$ cat src/sv/cpcf_pkg.sv
// ----------------------------------------------------------------------------
// cpcf_pkg - shared types and constants
// Slot count, index widths, entity layout and stream field widths for the
// circle pair collision finder.
// ----------------------------------------------------------------------------
package cpcf_pkg;

    localparam int MAX_ENTITIES = 32;
    localparam int IDX_W        = $clog2(MAX_ENTITIES);
    localparam int CNT_W        = $clog2(MAX_ENTITIES + 1);
    localparam int OUT_IDX_W    = 5;
    localparam int CFG_W        = 6;
    localparam int S_TDATA_W    = 56;
    localparam int M_TDATA_W    = 16;

    localparam logic CMD_LOAD = 1'b0;
    localparam logic CMD_RUN  = 1'b1;

    // one slot of the entity store
    typedef struct packed {
        logic               hand;
        logic               coll;
        logic [13:0]        r;
        logic signed [15:0] y;
        logic signed [15:0] x;
    } entity_t;

    localparam int ENT_W = $bits(entity_t);

    // pair test pipeline, last stage
    typedef struct packed {
        logic             valid;
        logic [IDX_W-1:0] j;
        entity_t          b;
        logic             touch;
    } pair_res_t;

endpackage

$ cat src/sv/circle_pair_collision_finder_core.sv
// ----------------------------------------------------------------------------
// circle_pair_collision_finder_core - brute-force circle collision finder
// Loads entities into a slot RAM; a run request walks all ordered pairs and
// streams out colliding pairs, then a done item.
// ----------------------------------------------------------------------------
// Load request: written to the slot RAM in the cycle it is accepted.
// Run request: per outer slot, fetch it (ST_ALOAD, ST_ACAP), issue one inner
//   read per cycle unless a hit restarts the reads or waits on a full output,
//   then drain the pair test and write the outer slot back (ST_AWRITE).
// s_axis_tready is low for the whole pass. Reset clears the sequencer, the
//   output valid and active_count; the slot RAM holds garbage until loaded.
// ----------------------------------------------------------------------------
module circle_pair_collision_finder_core (
    input  logic                           clk,
    input  logic                           rst_n,
    // configuration: active_count
    input  logic                           cfg_we,
    input  logic [cpcf_pkg::CFG_W-1:0]     cfg_wdata,
    // request stream
    input  logic                           s_axis_tvalid,
    output logic                           s_axis_tready,
    // [4:0] slot_index, [20:5] pos_x, [36:21] pos_y, [50:37] radius,
    // [51] collidable, [52] handled_in, [55:53] zero
    input  logic [cpcf_pkg::S_TDATA_W-1:0] s_axis_tdata,
    // [0] cmd
    input  logic [0:0]                     s_axis_tuser,
    // result stream
    output logic                           m_axis_tvalid,
    input  logic                           m_axis_tready,
    // [4:0] first_index, [9:5] second_index, [15:10] zero
    output logic [cpcf_pkg::M_TDATA_W-1:0] m_axis_tdata,
    // [0] pair_found
    output logic [0:0]                     m_axis_tuser,
    output logic                           m_axis_tlast
);

    import cpcf_pkg::*;

    typedef enum logic [2:0] {
        ST_IDLE,
        ST_ALOAD,
        ST_ACAP,
        ST_ROW,
        ST_AWRITE,
        ST_DONE
    } state_t;

    // sequencer state
    state_t                 state_reg, state_next;
    logic [CFG_W-1:0]       active_reg, active_next;
    logic [CNT_W-1:0]       cnt_reg, cnt_next;
    logic [IDX_W-1:0]       i_reg, i_next;       // outer slot
    logic [CNT_W-1:0]       j_reg, j_next;       // next inner slot to read
    entity_t                a_reg, a_next;       // outer entity, handled flag live
    logic                   rd_pending_reg, rd_pending_next;
    logic [IDX_W-1:0]       rd_j_reg, rd_j_next;

    // output register
    logic                   out_valid_reg, out_valid_next;
    logic                   out_found_reg, out_found_next;
    logic                   out_last_reg, out_last_next;
    logic [OUT_IDX_W-1:0]   out_first_reg, out_first_next;
    logic [OUT_IDX_W-1:0]   out_second_reg, out_second_next;

    // request fields
    logic                   in_cmd;
    logic [4:0]             in_slot;
    entity_t                in_ent;
    logic                   in_take;
    logic [CNT_W-1:0]       cnt_run;

    // RAM port
    logic                   ram_we;
    logic [IDX_W-1:0]       ram_waddr;
    entity_t                ram_wdata;
    logic [IDX_W-1:0]       ram_raddr;
    entity_t                ram_rdata;

    // pair test
    logic                   flush;
    logic                   pair_busy;
    pair_res_t              res;
    logic                   hit;
    logic                   out_free;
    logic                   out_load;

    assign in_cmd      = s_axis_tuser[0];
    assign in_slot     = s_axis_tdata[4:0];
    assign in_ent.x    = s_axis_tdata[20:5];
    assign in_ent.y    = s_axis_tdata[36:21];
    assign in_ent.r    = s_axis_tdata[50:37];
    assign in_ent.coll = s_axis_tdata[51];
    assign in_ent.hand = s_axis_tdata[52];

    assign s_axis_tready = (state_reg == ST_IDLE);
    assign in_take       = s_axis_tvalid && s_axis_tready;

    // count above the slot count saturates
    assign cnt_run = (32'(active_reg) > MAX_ENTITIES) ? CNT_W'(MAX_ENTITIES)
                                                      : CNT_W'(active_reg);

    assign out_free = !out_valid_reg || m_axis_tready;

    // a pair is reported unless self, not collidable, apart, or both handled
    assign hit = res.valid && (state_reg == ST_ROW) && (res.j != i_reg) &&
                 a_reg.coll && res.b.coll && res.touch &&
                 !(a_reg.hand && res.b.hand);

    // any hit restarts the read stream after it: in-flight reads may be stale
    assign flush = hit;

    cpcf_ram #(
        .WIDTH (ENT_W),
        .DEPTH (MAX_ENTITIES)
    ) u_store (
        .clk   (clk),
        .we    (ram_we),
        .waddr (ram_waddr),
        .wdata (ram_wdata),
        .raddr (ram_raddr),
        .rdata (ram_rdata)
    );

    cpcf_pair_test u_test (
        .clk      (clk),
        .rst_n    (rst_n),
        .flush    (flush),
        .in_valid (rd_pending_reg),
        .in_j     (rd_j_reg),
        .in_b     (ram_rdata),
        .a        (a_reg),
        .busy     (pair_busy),
        .res      (res)
    );

    always_comb
    begin
        state_next      = state_reg;
        active_next     = cfg_we ? cfg_wdata : active_reg;
        cnt_next        = cnt_reg;
        i_next          = i_reg;
        j_next          = j_reg;
        a_next          = a_reg;
        rd_pending_next = 1'b0;
        rd_j_next       = rd_j_reg;
        out_load        = 1'b0;
        out_found_next  = out_found_reg;
        out_last_next   = out_last_reg;
        out_first_next  = out_first_reg;
        out_second_next = out_second_reg;
        ram_we          = 1'b0;
        ram_waddr       = i_reg;
        ram_wdata       = a_reg;
        ram_raddr       = j_reg[IDX_W-1:0];

        case (state_reg)
            ST_IDLE:
            begin
                if (in_take)
                begin
                    if (in_cmd == CMD_LOAD)
                    begin
                        // loads beyond the slot count are dropped
                        ram_we    = (32'(in_slot) < MAX_ENTITIES);
                        ram_waddr = IDX_W'(in_slot);
                        ram_wdata = in_ent;
                    end
                    else
                    begin
                        cnt_next = cnt_run;
                        i_next   = '0;
                        if (cnt_run < CNT_W'(2))
                        begin
                            state_next = ST_DONE;
                        end
                        else
                        begin
                            state_next = ST_ALOAD;
                        end
                    end
                end
            end

            ST_ALOAD:
            begin
                ram_raddr  = i_reg;
                state_next = ST_ACAP;
            end

            ST_ACAP:
            begin
                a_next     = ram_rdata;
                j_next     = '0;
                state_next = ST_ROW;
            end

            ST_ROW:
            begin
                if (hit)
                begin
                    if (out_free)
                    begin
                        // report, mark both handled
                        out_load        = 1'b1;
                        out_found_next  = 1'b1;
                        out_last_next   = 1'b0;
                        out_first_next  = OUT_IDX_W'(i_reg);
                        out_second_next = OUT_IDX_W'(res.j);
                        a_next.hand     = 1'b1;
                        ram_we          = 1'b1;
                        ram_waddr       = res.j;
                        ram_wdata       = res.b;
                        ram_wdata.hand  = 1'b1;
                        j_next          = CNT_W'(res.j) + CNT_W'(1);
                    end
                    else
                    begin
                        // output full: replay this inner slot
                        j_next = CNT_W'(res.j);
                    end
                end
                else if (j_reg != cnt_reg)
                begin
                    rd_pending_next = 1'b1;
                    rd_j_next       = j_reg[IDX_W-1:0];
                    j_next          = j_reg + CNT_W'(1);
                end
                else if (!rd_pending_reg && !pair_busy && !res.valid)
                begin
                    state_next = ST_AWRITE;
                end
            end

            ST_AWRITE:
            begin
                // outer entity back with its handled flag
                ram_we    = 1'b1;
                ram_waddr = i_reg;
                ram_wdata = a_reg;
                if (CNT_W'(i_reg) + CNT_W'(1) == cnt_reg)
                begin
                    state_next = ST_DONE;
                end
                else
                begin
                    i_next     = i_reg + IDX_W'(1);
                    state_next = ST_ALOAD;
                end
            end

            ST_DONE:
            begin
                if (out_free)
                begin
                    out_load        = 1'b1;
                    out_found_next  = 1'b0;
                    out_last_next   = 1'b1;
                    out_first_next  = '0;
                    out_second_next = '0;
                    state_next      = ST_IDLE;
                end
            end

            default:
            begin
                state_next = ST_IDLE;
            end
        endcase

        if (out_load)
        begin
            out_valid_next = 1'b1;
        end
        else if (m_axis_tready)
        begin
            out_valid_next = 1'b0;
        end
        else
        begin
            out_valid_next = out_valid_reg;
        end
    end

    always_ff @(posedge clk or negedge rst_n)
    begin
        if (!rst_n)
        begin
            state_reg      <= ST_IDLE;
            active_reg     <= '0;
            cnt_reg        <= '0;
            i_reg          <= '0;
            j_reg          <= '0;
            rd_pending_reg <= 1'b0;
            out_valid_reg  <= 1'b0;
        end
        else
        begin
            state_reg      <= state_next;
            active_reg     <= active_next;
            cnt_reg        <= cnt_next;
            i_reg          <= i_next;
            j_reg          <= j_next;
            rd_pending_reg <= rd_pending_next;
            out_valid_reg  <= out_valid_next;
        end
    end

    // payload, no reset
    always_ff @(posedge clk)
    begin
        a_reg          <= a_next;
        rd_j_reg       <= rd_j_next;
        out_found_reg  <= out_found_next;
        out_last_reg   <= out_last_next;
        out_first_reg  <= out_first_next;
        out_second_reg <= out_second_next;
    end

    assign m_axis_tvalid = out_valid_reg;
    assign m_axis_tdata  = {(M_TDATA_W - 2 * OUT_IDX_W)'(0), out_second_reg, out_first_reg};
    assign m_axis_tuser  = out_found_reg;
    assign m_axis_tlast  = out_last_reg;

    // pipeline is empty whenever new requests are taken
    assert property (@(posedge clk) disable iff (!rst_n)
        (state_reg == ST_IDLE) |-> !(rd_pending_reg || pair_busy))
        else $error("pair pipeline busy while idle");

    // an item is never loaded over an untaken one
    assert property (@(posedge clk) disable iff (!rst_n)
        out_load |-> (!out_valid_reg || m_axis_tready))
        else $error("output register overwritten");

    // writes during a row are reports and always set the handled flag
    assert property (@(posedge clk) disable iff (!rst_n)
        (ram_we && (state_reg == ST_ROW)) |-> (ram_wdata.hand && out_load))
        else $error("row write without report");

endmodule

$ cat src/sv/cpcf_ram.sv
// ----------------------------------------------------------------------------
// cpcf_ram - generic single-port-write, single-port-read RAM
// One write and one read per cycle, read data registered.
// ----------------------------------------------------------------------------
module cpcf_ram #(
    parameter int WIDTH = 8,
    parameter int DEPTH = 32
) (
    input  logic                     clk,
    input  logic                     we,
    input  logic [$clog2(DEPTH)-1:0] waddr,
    input  logic [WIDTH-1:0]         wdata,
    input  logic [$clog2(DEPTH)-1:0] raddr,
    output logic [WIDTH-1:0]         rdata
);

    logic [WIDTH-1:0] mem [DEPTH];

    always_ff @(posedge clk)
    begin
        if (we)
        begin
            mem[waddr] <= wdata;
        end
        rdata <= mem[raddr];
    end

endmodule

$ cat src/sv/cpcf_pair_test.sv
// ----------------------------------------------------------------------------
// cpcf_pair_test - two-stage circle overlap test
// Stage 1: absolute deltas and radius sum. Stage 2: squares.
// Output: (ra + rb)^2 > dx^2 + dy^2.
// ----------------------------------------------------------------------------
module cpcf_pair_test (
    input  logic                   clk,
    input  logic                   rst_n,
    input  logic                   flush,
    input  logic                   in_valid,
    input  logic [cpcf_pkg::IDX_W-1:0] in_j,
    input  cpcf_pkg::entity_t      in_b,
    input  cpcf_pkg::entity_t      a,
    output logic                   busy,
    output cpcf_pkg::pair_res_t    res
);

    import cpcf_pkg::*;

    logic signed [16:0] dx;
    logic signed [16:0] dy;
    logic signed [16:0] ndx;
    logic signed [16:0] ndy;

    logic               s1_valid_reg;
    logic [IDX_W-1:0]   s1_j_reg;
    entity_t            s1_b_reg;
    logic [15:0]        s1_adx_reg;
    logic [15:0]        s1_ady_reg;
    logic [14:0]        s1_rs_reg;

    logic               s2_valid_reg;
    logic [IDX_W-1:0]   s2_j_reg;
    entity_t            s2_b_reg;
    logic [31:0]        s2_dx2_reg;
    logic [31:0]        s2_dy2_reg;
    logic [29:0]        s2_rs2_reg;

    logic [31:0]        sq_x;
    logic [31:0]        sq_y;
    logic [29:0]        sq_r;
    logic [32:0]        d2;

    assign dx  = {a.x[15], a.x} - {in_b.x[15], in_b.x};
    assign dy  = {a.y[15], a.y} - {in_b.y[15], in_b.y};
    assign ndx = -dx;
    assign ndy = -dy;

    assign sq_x = 32'(s1_adx_reg) * 32'(s1_adx_reg);
    assign sq_y = 32'(s1_ady_reg) * 32'(s1_ady_reg);
    assign sq_r = 30'(s1_rs_reg) * 30'(s1_rs_reg);

    always_ff @(posedge clk or negedge rst_n)
    begin
        if (!rst_n)
        begin
            s1_valid_reg <= 1'b0;
            s2_valid_reg <= 1'b0;
        end
        else
        begin
            s1_valid_reg <= in_valid && !flush;
            s2_valid_reg <= s1_valid_reg && !flush;
        end
    end

    always_ff @(posedge clk)
    begin
        s1_j_reg   <= in_j;
        s1_b_reg   <= in_b;
        s1_adx_reg <= dx[16] ? ndx[15:0] : dx[15:0];
        s1_ady_reg <= dy[16] ? ndy[15:0] : dy[15:0];
        s1_rs_reg  <= {1'b0, a.r} + {1'b0, in_b.r};
        s2_j_reg   <= s1_j_reg;
        s2_b_reg   <= s1_b_reg;
        s2_dx2_reg <= sq_x;
        s2_dy2_reg <= sq_y;
        s2_rs2_reg <= sq_r;
    end

    assign d2 = {1'b0, s2_dx2_reg} + {1'b0, s2_dy2_reg};

    assign busy      = s1_valid_reg || s2_valid_reg;
    assign res.valid = s2_valid_reg;
    assign res.j     = s2_j_reg;
    assign res.b     = s2_b_reg;
    assign res.touch = {3'b000, s2_rs2_reg} > d2;

endmodule

$ cat config.mk
export PLATFORM = sky130hd
export DESIGN_NAME = circle_pair_collision_finder_core
export DESIGN_NICKNAME = d
export VERILOG_FILES = /design/src/sv/cpcf_pkg.sv /design/src/sv/circle_pair_collision_finder_core.sv /design/src/sv/cpcf_ram.sv /design/src/sv/cpcf_pair_test.sv
export SDC_FILE = /design/constraint.sdc
export NUM_CORES = 2
export LEC_CHECK = 0
export BUFFER_PORTS_ARGS = -buffer_cell sky130_fd_sc_hd__buf_2
export CORE_UTILIZATION = 50
export CTS_CLUSTER_SIZE = 14
export DETAILED_ROUTE_END_ITERATION = 8
export MAX_ROUTING_LAYER = met4
export PLACE_DENSITY = 0.7
export SLEW_MARGIN = 20
export SYNTH_ARGS = -nofsm -noshare
export SYNTH_HDL_FRONTEND = slang
export SYNTH_HIERARCHICAL = 1
export SYNTH_SLANG_ARGS = --single-unit
export TNS_END_PERCENT = 100
$ cat constraint.sdc
create_clock -name clk -period 25.1 [get_ports clk]
set_clock_uncertainty 0.1 [all_clocks]
set_input_delay 5.02 -clock clk [delete_from_list [all_inputs] [get_ports clk]]
set_output_delay 5.02 -clock clk [all_outputs]
set_load 0.03 [all_outputs]
==> impl_metrics.py <==
metrics = {
    "status": {
        "status": "complete, no violations",
    },
    "cells_and_area": {
        "seqCellArea_sq_um": 54700,
        "regMostFlops": "u_store/mem",
        "multi_input_area_sq_um": 36900,
        "fillers": 15200,
        "area_growth_pct": 9.26,
        "drive_above_1_share_pct": 7.08,
        "layout.nets": 8051,
        "largest_register_ffs": 1536,
        "final_cell_area_sq_um": 105000,
    },
    "sta": {
        "period_needed_ns": 10.22,
        "setup_viol": 0,
        "fin_setup_tns_ns": 0,
        "worst_pin_slew_ns": 1.19,
        "rsz0062_at_grt": "false",
        "finalCritPeriodShare_pct": 40.7,
        "relSlewSlack_pct": 20.9,
        "max_freq_ghz": 0.0978,
        "hold_violations": 0,
        "whs_ns": 0.208,
        "maxSlewViolCount": 0,
    },
    "cts": {
        "cts_tree": "built",
        "cts-buffers-inserted": 184,
        "cts-htree-levels": 4,
        "cts.sinks": 1923,
        "insertion_delay_ns": 0.84,
        "cts.clk_slew.worst_paths_ns": 0.06,
        "cts_buffer_depth": 3,
        "ctsResizeCount": 0,
        "postCtsHoldBufs": 0,
        "postCtsSetupRepairBufs": 0,
        "root_buffer": "clkbuf_16",
    },
    "flow_run": {
        "maxCapViolCount": 0,
    },
    "global_routing": {
        "grt_max_degree": 125,
        "overflow": 0,
        "grt_pass1_vias": 55900,
        "grtUsageTotal_pct": 24.1,
        "grt_pass1_wl_mm": 340,
        "antenna_found_initial": 5,
    },
    "critical_path": {
        "critPathSlowestCell": "and2_4",
        "cp.arrival_ns": 10.57,
        "worstSetupEndpoint": "u_store/mem[24][22]",
        "reg2reg_slack_ns": 14.88,
        "r2r-end": "u_store/mem[24][22]",
        "critPathKind": "reg -> reg",
        "startpoint_type": "flip-flop",
        "endpoint_kind": "flip-flop",
        "cp_data_required_time_ns": 25.45,
        "r2r_start": "u_test/s2_dx2_reg[3]",
        "critical_path.max_stage_delay_ns": 0.83,
        "worst-path-max-fanout": 53,
        "crit_start": "u_test/s2_dx2_reg[3]",
        "r2r_cells": 27,
    },
    "detailed_routing": {
        "drt-pass1-iter-count": 6,
        "wl_mm": 226,
        "drt.antenna.violating_nets": 0,
        "vias_per_cell": 5.73,
        "drt-wirelength-per-cell_microns": 23.1,
        "drcViolationCount": 0,
        "vias": 56000,
        "drtIter0Drc": 4960,
    },
    "floorplanning": {
        "row_count": 160,
        "coreArea_sq_um": 190000,
        "die_w_microns": 440,
        "dieArea_sq_um": 193000,
        "initial_core_util_pct": 50.4,
        "ioPinCount": 88,
        "die_h_microns": 440,
    },
    "yosys": {
        "synth_edf_count": 1601,
        "synth_cells": 7048,
        "synth_seq_cells": 1923,
        "avgSynthCellArea_sq_um": 13.6,
        "yosysUniqueCellTypes": 78,
        "synth_flop_cell": "edfxtp_1",
        "async_flop_share_pct": 1.56,
        "syn_area_sq_um": 95800,
        "yosys_warnings": 6,
        "ys_seq_area_share_pct": 57.0,
    },
    "placement": {
        "place_area_sq_um": 98700,
        "post-dp-hpwl_mm": 137,
        "port_buffers": 78,
        "place.gp.congestion": 0.863,
    },
    "hold_path": {
        "hp-class": "reg -> reg",
    },
}
-- Yosys cell counts, drive strengths merged, types with 6 or more instances --
| cell | number | area [sq um] |
|---|---|---|
| o21ai | 97 | 497 |
| o21bai | 23 | 173 |
| xor2 | 61 | 534 |
| a21oi | 276 | 1390 |
| a22o | 145 | 1270 |
| edfxtp | 1601 | 48100 |
| o211ai | 13 | 97.6 |
| dfxtp | 292 | 5850 |
| and4 | 6 | 52.6 |
| a22oi | 147 | 1100 |
| mux2i | 772 | 7730 |
| clkbuf | 129 | 484 |
| nor3b | 6 | 45.0 |
| a211oi | 16 | 120 |
| nor4 | 9 | 56.3 |
| nand4 | 15 | 93.8 |
| or4 | 9 | 67.6 |
| nand3b | 9 | 67.6 |
| dfrtp | 30 | 751 |
| a31o | 6 | 52.6 |
| or3 | 11 | 68.8 |
| nor2b | 39 | 244 |
| nor2 | 162 | 608 |
| a21o | 116 | 871 |
| nand2b | 32 | 200 |
| fa | 465 | 9310 |
| o31a | 8 | 70.1 |
| ha | 404 | 5050 |
| nand3 | 183 | 916 |
| inv | 784 | 2940 |
| or2 | 18 | 113 |
| o21a | 29 | 218 |
| mux2 | 16 | 180 |
| and2 | 142 | 888 |
| a31oi | 63 | 394 |
| xnor2 | 140 | 1230 |
| o31ai | 8 | 60.1 |
| buf | 158 | 1200 |
| and3 | 13 | 81.3 |
| nor3 | 77 | 390 |
| a21boi | 10 | 75.1 |
| nand2 | 447 | 1680 |
-- critical path, delay by kind of cell (launching register included) --
family | cells | cell delay, ns
AOI/OAI and AO/OA | 13 | 3.70
DFF | 1 | 0.30
and+or+nand+nor | 10 | 3.77
buffers and inverters | 2 | 1.19
adders and majority gates | 2 | 0.62
-- how the worst min path moves through the flow --
stage / endpoint / depth (start not counted) / slack (ns) / from
finish: u_test/res[33] / 0 / 0.21 / u_test/s1_b_reg[32]
global route: u_test/res[29] / 0 / 0.23 / u_test/s1_b_reg[28]
CTS: u_test/res[33] / 0 / 0.21 / u_test/s1_b_reg[32]
detailed placement: u_test/res[2] / 0 / 0.21 / u_test/s1_b_reg[1]
global placement: u_test/res[7] / 0 / 0.21 / u_test/s1_b_reg[6]
floorplan: u_test/res[10] / 0 / 0.21 / u_test/s1_b_reg[9]
-- cell families after synthesis --
group	count (synthesis)	synth area share [%]
AOI/OAI and AO/OA	1006	7.13
xor gates and xnor gates	201	1.84
adders and majority gates	869	15.0
buffers and inverters	1071	4.83
DFF	1923	57.0
muxes	788	8.25
other	1	0.00391
and+or+nand+nor	1189	5.92
-- metal layers --
layer  up-vias  track usage [%]  wire length, microns
met1     28600             30.6                 90400
met5         -                -                     0
met2      1852             40.6                114000
met4         0             7.03                  6260
li1      25300                -                     -
met3       343             3.13                 14600
-- through the flow --
step	utilization, %	worst slack [ns]	std cells
after floorplan	-	15.80	7053
after detailed placement	51.9	14.93	9439
after global placement	51.9	14.79	9435
final	55.1	14.88	9786
after global routing	55.1	14.39	9785
after CTS	55.1	14.86	9785
-- layout by cell type, fill, tap and decap left out, drive strengths merged, types with 32 or more instances in the layout --
cell / count
nand2b: 32
a21o: 116
a22o: 145
clkinv: 51
xor2: 61
nand3: 183
edfxtp: 1601
buf: 162
mux2i: 772
and2: 142
nor2: 162
nor3: 77
inv: 793
dfxtp: 292
a21oi: 276
ha: 404
o21ai: 97
xnor2: 140
nor2b: 39
a31oi: 63
fa: 465
a22oi: 147
clkbuf: 272
nand2: 447
-- layout make-up --
cell class              instances  area share, %
flip-flops and latches       1923           52.2
well taps                    2511           3.00
inverters                     784           2.81
clock inverters                74          0.728
clock buffers                 272           4.97
repair buffers                162           1.06
diodes                          1        0.00239
multi-input cells            4059           35.2
Power is not shown: default switching activity piles up to over one toggle a cycle in this logic, so the estimate is an artifact.
